### config.mk
export PLATFORM = sky130hd
export DESIGN_NAME = spfa_csr
export DESIGN_NICKNAME = d
export VERILOG_FILES = /design/src/sv/spfa_pkg.sv /design/src/sv/spfa_csr.sv
export SDC_FILE = /design/constraint.sdc
export NUM_CORES = 1
export LEC_CHECK = 0
export BUFFER_PORTS_ARGS = -buffer_cell sky130_fd_sc_hd__buf_4
export CAP_MARGIN = 20
export CORE_MARGIN = 2
export CORE_UTILIZATION = 47
export CTS_CLUSTER_SIZE = 16
export DETAILED_ROUTE_END_ITERATION = 8
export PLACE_DENSITY_LB_ADDON = 0.05
export SYNTH_ARGS = -nofsm -noshare
export SYNTH_HDL_FRONTEND = slang
export SYNTH_SLANG_ARGS = --single-unit
export TNS_END_PERCENT = 5
### constraint.sdc
create_clock -name clock -period 1.3 [get_ports clock]
set_input_delay 0.065 -clock clock [delete_from_list [all_inputs] [get_ports clock]]
set_output_delay 0.065 -clock clock [all_outputs]
set_load 0.05 [all_outputs]
### src/sv/spfa_pkg.sv
// Shared constants for the stack page frame allocator.
`timescale 1ns / 1ps

package spfa_pkg;

   localparam int STACK_DEPTH_DEFAULT = 1024;
   localparam int PAGE_BITS_DEFAULT   = 44;

   // Page numbers after reset, truncated to the page width where used.
   localparam logic [63:0] FIRST_PAGE_RESET = 64'd525312;
   localparam logic [63:0] END_PAGE_RESET   = 64'd557056;

   // Register file: 64-bit registers at byte address 8 * index.
   localparam int CSR_ADDR_BITS = 4;
   localparam int CSR_INDEX_BIT = 3;

   localparam logic REG_FIRST_PAGE = 1'b0;
   localparam logic REG_END_PAGE   = 1'b1;

   // Request opcode, carried in req_tuser.
   typedef enum logic {
      OP_ALLOC = 1'b0,
      OP_FREE  = 1'b1
   } opcode_type;

   // Response status, carried in rsp_tuser.
   typedef enum logic [1:0] {
      STATUS_OK      = 2'd0,
      STATUS_OOM     = 2'd1,
      STATUS_BADFREE = 2'd2,
      STATUS_FULL    = 2'd3
   } status_type;

endpackage

### src/sv/spfa_csr.sv
// Configuration registers and their APB-style access port.
`timescale 1ns / 1ps

module spfa_csr #(
   parameter int PAGE_BITS = spfa_pkg::PAGE_BITS_DEFAULT
) (
   input  logic                               clock,
   input  logic                               reset,
   input  logic                               csr_psel,
   input  logic                               csr_penable,
   input  logic                               csr_pwrite,
   input  logic [spfa_pkg::CSR_ADDR_BITS-1:0] csr_paddr,
   input  logic [63:0]                        csr_pwdata,
   output logic [63:0]                        csr_prdata,
   output logic                               csr_pready,
   output logic [PAGE_BITS-1:0]               end_page,
   output logic                               load,
   output logic [PAGE_BITS-1:0]               load_page
);
   import spfa_pkg::*;

   logic [PAGE_BITS-1:0] first_page_ff, first_page_in;
   logic [PAGE_BITS-1:0] end_page_ff, end_page_in;
   logic                 wr_go;
   logic                 reg_index;

   assign csr_pready = 1'b1;
   assign wr_go      = csr_psel & csr_penable & csr_pwrite;
   assign reg_index  = csr_paddr[CSR_INDEX_BIT];

   always_comb begin
      first_page_in = first_page_ff;
      end_page_in   = end_page_ff;
      load          = 1'b0;
      if (wr_go) begin
         case (reg_index)
            REG_FIRST_PAGE: begin
               first_page_in = csr_pwdata[PAGE_BITS-1:0];
               load          = 1'b1;
            end
            REG_END_PAGE: begin
               end_page_in = csr_pwdata[PAGE_BITS-1:0];
            end
            default: begin
               load = 1'b0;
            end
         endcase
      end
   end

   always_comb begin
      case (reg_index)
         REG_FIRST_PAGE: csr_prdata = 64'(first_page_ff);
         REG_END_PAGE:   csr_prdata = 64'(end_page_ff);
         default:        csr_prdata = '0;
      endcase
   end

   always_ff @(posedge clock) begin
      if (reset) begin
         first_page_ff <= FIRST_PAGE_RESET[PAGE_BITS-1:0];
         end_page_ff   <= END_PAGE_RESET[PAGE_BITS-1:0];
      end else begin
         first_page_ff <= first_page_in;
         end_page_ff   <= end_page_in;
      end
   end

   assign end_page  = end_page_ff;
   assign load_page = csr_pwdata[PAGE_BITS-1:0];

endmodule

=== Word level (Yosys, flattened, before mapping) ===
Cells that the tools add are included.

* $add $sub $neg: 0
* Reductions and logical operators: 2
* Shift-type cells: 0
* $lt $le $gt $ge: 0
* Multiplexer cells: 3
* Div/mod/pow operators: 0
* $mul: 0
* Bitwise operators: 3
* Equal/unequal tests: 0

{| class="wikitable"
|+ Operators by type and width
! operator !! number
|-
| $pmux W64 S2 || 1
|-
| $reduce_and A2 Y1 || 2
|-
| $and A1 B1 Y1 || 2
|-
| $mux W1 || 2
|-
| $not A1 Y1 || 1
|}

* Output and inout bits: 154
* Input bits: 73
* Memory bits (writable): 0
* Register bits after elaboration: 88
* Bits in latches: 0
* Memories: 0
* Logic and storage cells: 10
* Bits in read-only memories: 0

=== Depth between registers and ports, before layout ===
* Word-level depth: 3
* Gate-level depth with buffers: 6

=== Worst setup path before layout ===
No wires, ideal clock.

* Path type: register to output
* Start: register end_page_ff[0] (netlist: end_page[0])
* End: output csr_prdata[0]
* Slack: 0.186 ns
* Required time: 1.235 ns
* Data arrival time: 1.049 ns
* Cell stages (with the launch flop): 2
* Path through: dfxtp_1 > mux2_2

* Word-level cells in the longest chain between the ends: 1

{| class="wikitable"
|+ RTL lines
! element !! line !! text
|-
| start: declaration || spfa_csr.sv:23 || <nowiki>logic [PAGE_BITS-1:0] end_page_ff, end_page_in;</nowiki>
|-
| start signal: assignment || spfa_csr.sv:62 || <nowiki>end_page_ff <= END_PAGE_RESET[PAGE_BITS-1:0];</nowiki>
|-
| start signal: assignment || spfa_csr.sv:65 || <nowiki>end_page_ff <= end_page_in;</nowiki>
|-
| $pmux W64 S2 || spfa_csr.sv:52 || <nowiki>case (reg_index)</nowiki>
|-
| end: declaration || spfa_csr.sv:14 || <nowiki>output logic [63:0] csr_prdata,</nowiki>
|}

Every way passes these cells. The select of a mux whose other input is x is not followed.

=== Worst setup path after layout ===
* Start: register end_page_ff[35] (netlist: end_page[35])
* End: output csr_prdata[35]

Same word-level chain as after synthesis.

==> results.py <==
metrics = {
    "status": {
        "status": "finished, final reports clean",
    },
    "layout": {
        "filler_cell_count": 845,
        "multi_input_combinational_cell_area_um2": 2300,
        "post_route_cells_drive_above_1_share_pct": 42.6,
        "num_antenna_cells": 0,
        "utilization_pct": 62.0,
        "area.growth.synth_to_final_pct": 29.0,
        "final_net_count": 662,
        "final-seq-area_um2": 1760,
    },
    "grt": {
        "first_pass_grt_wire_length_um": 16300,
        "first_global_vias": 3365,
        "overflow": 0,
        "gr-max-usage-layer": "met2",
        "gr-usage-all-layers_pct": 18.3,
        "grt_start_max_net_pins": 62,
        "antenna_violations_before_repair": 0,
        "met2_usage_pct": 32.6,
        "grt.met1_usage_pct": 22.0,
        "met3_usage_pct": 4.22,
    },
    "cts": {
        "ctsLongestPathBuffers": 2,
        "cts_tree": "done",
        "cts_root_buffer": "sky130_fd_sc_hd__clkbuf_8",
        "clkLatencyLatePin_ns": 0.34,
        "htree_levels": 3,
        "ctsResizeCount": 0,
        "cts_num_sinks": 88,
        "numCtsBuffers": 9,
        "cts.reportedPaths.clkPinSlew_ns": 0.09,
    },
    "floorplanning": {
        "fp.coreArea_um2": 9730,
        "i_o_pins": 227,
        "dieHeight_um": 104,
        "design.die.area_um2": 10800,
        "initial_core_util_pct": 48.1,
        "die_width_um": 104,
        "placement_rows": 36,
    },
    "synthesis": {
        "synthesis.area_per_instance_um2": 10.3,
        "synth.ff_latch_count": 88,
        "netlist_area_um2": 4680,
        "postSynth.topFlopCell": "sky130_fd_sc_hd__dfxtp_1",
        "synth.lib_cells_used.distinct": 15,
        "cell_with_the_most_instances_after_synthesis": "sky130_fd_sc_hd__nand2b_1",
        "synth.top_cell.area_share_pct": 37.6,
        "synth_area_leader_cell": "sky130_fd_sc_hd__dfxtp_1",
        "ranking_of_synthesized_cells_by_instance_count": "sky130_fd_sc_hd__nand2b_1 (127), sky130_fd_sc_hd__dfxtp_1 (88), sky130_fd_sc_hd__mux2i_1 (88), sky130_fd_sc_hd__buf_4 (67), sky130_fd_sc_hd__mux2_2 (44)",
        "synth_seq_area_share_pct": 37.6,
        "yosys-top-cells-area": "sky130_fd_sc_hd__dfxtp_1 (38%), sky130_fd_sc_hd__mux2i_1 (19%), sky130_fd_sc_hd__nand2b_1 (17%)",
        "synthCells": 455,
        "ys.warnings.count": 0,
        "synth_edf_count": 0,
        "async_set_or_reset_flop_fraction_in_the_synthesized_netlist_pct": 0,
    },
    "routing": {
        "post_drt_via_cell_ratio": 4.66,
        "drc": 0,
        "routed_wl_um": 10100,
        "routedWlPerCell_um": 13.9,
        "postRouteAntennaNets": 0,
        "first_iter_violations": 74,
        "drtPass1Iterations": 4,
        "detailroute.via_count": 3375,
    },
    "critical_path": {
        "worst_setup_path_start_kind": "flop",
        "required_ns": 1.24,
        "crit_fanout": 3,
        "setup.worst_path.class": "flop to primary output",
        "cp.arrival_ns": 1.15,
        "timing.critical_path.to_type": "primary output",
    },
    "min_path": {
        "worst_hold_path_type": "primary input to flop",
    },
    "timing": {
        "hold_viol": 0,
        "final_max_slew_viol_count": 0,
        "clock.fmax_mhz": 824,
        "setup-violations-final": 0,
        "tns_ns": 0,
        "layout_min_cycle_time_ns": 1.21,
        "post-route-period-util_pct": 93.3,
        "fin_skew_ns": 0,
        "grt_setup_unrepaired": "no",
    },
    "power_and_ir_drop": {
        "finalPower_mw": 6.24,
        "p_per_area_nw_per_um2": 1030,
        "worst_ir_drop_vdd_v": 0.000541,
        "power.static_leakage_nw": 2.89,
    },
    "placement": {
        "dpl.hpwl_um": 7200,
        "place.gp.congestion": 0.719,
        "buffer_ports.inserted": 182,
    },
    "flow_run": {
        "max-cap-violations": 0,
    },
}
-- worst max-delay path: stages, from the launching register on --
cell and delay, ns:
sky130_fd_sc_hd__dfxtp_1 0.34, sky130_fd_sc_hd__mux2_2 0.28, sky130_fd_sc_hd__buf_4 0.19
-- registers in the layout, summed over array words and instances, names as in the netlist --
name / cells
first_page_ff: 44
end_page: 44
-- power by group --
part | total (mW) | internal (mW) | switching, mW
logic | 1.40 | 0.485 | 0.911
registers | 2.79 | 2.75 | 0.0360
clock network | 2.06 | 1.12 | 0.939
total | 6.24 | 4.35 | 1.89
-- placed cells by master, fill, tap and decap left out --
cell | netlist | routed
sky130_fd_sc_hd__mux2i_1 | 88 | 88
sky130_fd_sc_hd__clkbuf_1 | 12 | 1
sky130_fd_sc_hd__nor2_1 | 7 | 7
sky130_fd_sc_hd__dfxtp_1 | 88 | 88
sky130_fd_sc_hd__conb_1 | 2 | 21
sky130_fd_sc_hd__clkbuf_8 | 0 | 10
sky130_fd_sc_hd__nand2b_1 | 127 | 127
sky130_fd_sc_hd__buf_12 | 0 | 7
sky130_fd_sc_hd__and4_1 | 1 | 1
sky130_fd_sc_hd__buf_4 | 67 | 187
sky130_fd_sc_hd__bufinv_16 | 0 | 2
sky130_fd_sc_hd__inv_4 | 1 | 1
sky130_fd_sc_hd__dlygate4sd3_1 | 0 | 5
sky130_fd_sc_hd__mux2_2 | 44 | 44
sky130_fd_sc_hd__nand4b_1 | 1 | 1
sky130_fd_sc_hd__nand4_1 | 1 | 1
sky130_fd_sc_hd__clkinvlp_4 | 0 | 1
-- per-stage QoR --
stage	std cells	worst slack, ns	hold WS, ns	instance area, µm²
after floorplan	474	0.186	0.220	4750
after global placement	706	0.236	0.340	5780
after detailed placement	706	0.209	0.349	5780
after CTS	725	0.0630	0.000427	6040
after global routing	725	0.0460	0.0163	6040
final	725	0.0865	0.0103	6040
-- layer usage --
| metal | wire [µm] | vias to the layer above |
|---|---|---|
| met3 | 668 | 11 |
| met5 | 0 | - |
| li1 | - | 1671 |
| met4 | 107 | 0 |
| met1 | 4330 | 1580 |
| met2 | 4980 | 113 |
-- logic make-up after synthesis --
logic type | count (synthesis) | share of synthesized area, %
buf+inv | 96 | 14.7
flops | 88 | 37.6
mux | 132 | 29.4
other cells | 2 | 0.160
simple gates | 137 | 18.0
-- timing repair --
action / CTS / global route
hold buffers: 5 / 0
setup buffers: 0 / 0
endpoints found under the hold margin: 5 / 0
-- worst paths after layout --
kind	slack, ns	cells past startpoint	startpoint	to
max	0.09	2	end_page[35]	csr_prdata[35]
min	0.01	3	csr_pwdata[40]	first_page_ff[40]
max reg2reg	0.66	2	end_page[8]	end_page[8]
min reg2reg	0.47	2	first_page_ff[3]	first_page_ff[3]
-- final cells by class --
| type | instances | area share (%) |
|---|---|---|
| clock buffers | 11 | 2.34 |
| well taps | 133 | 2.76 |
| multi-input cells | 290 | 38.1 |
| inverters | 1 | 0.104 |
| repair buffers | 199 | 26.4 |
| flip-flops and latches | 88 | 29.2 |
| clock inverters | 3 | 1.12 |
(Power assumes the default switching activity.)
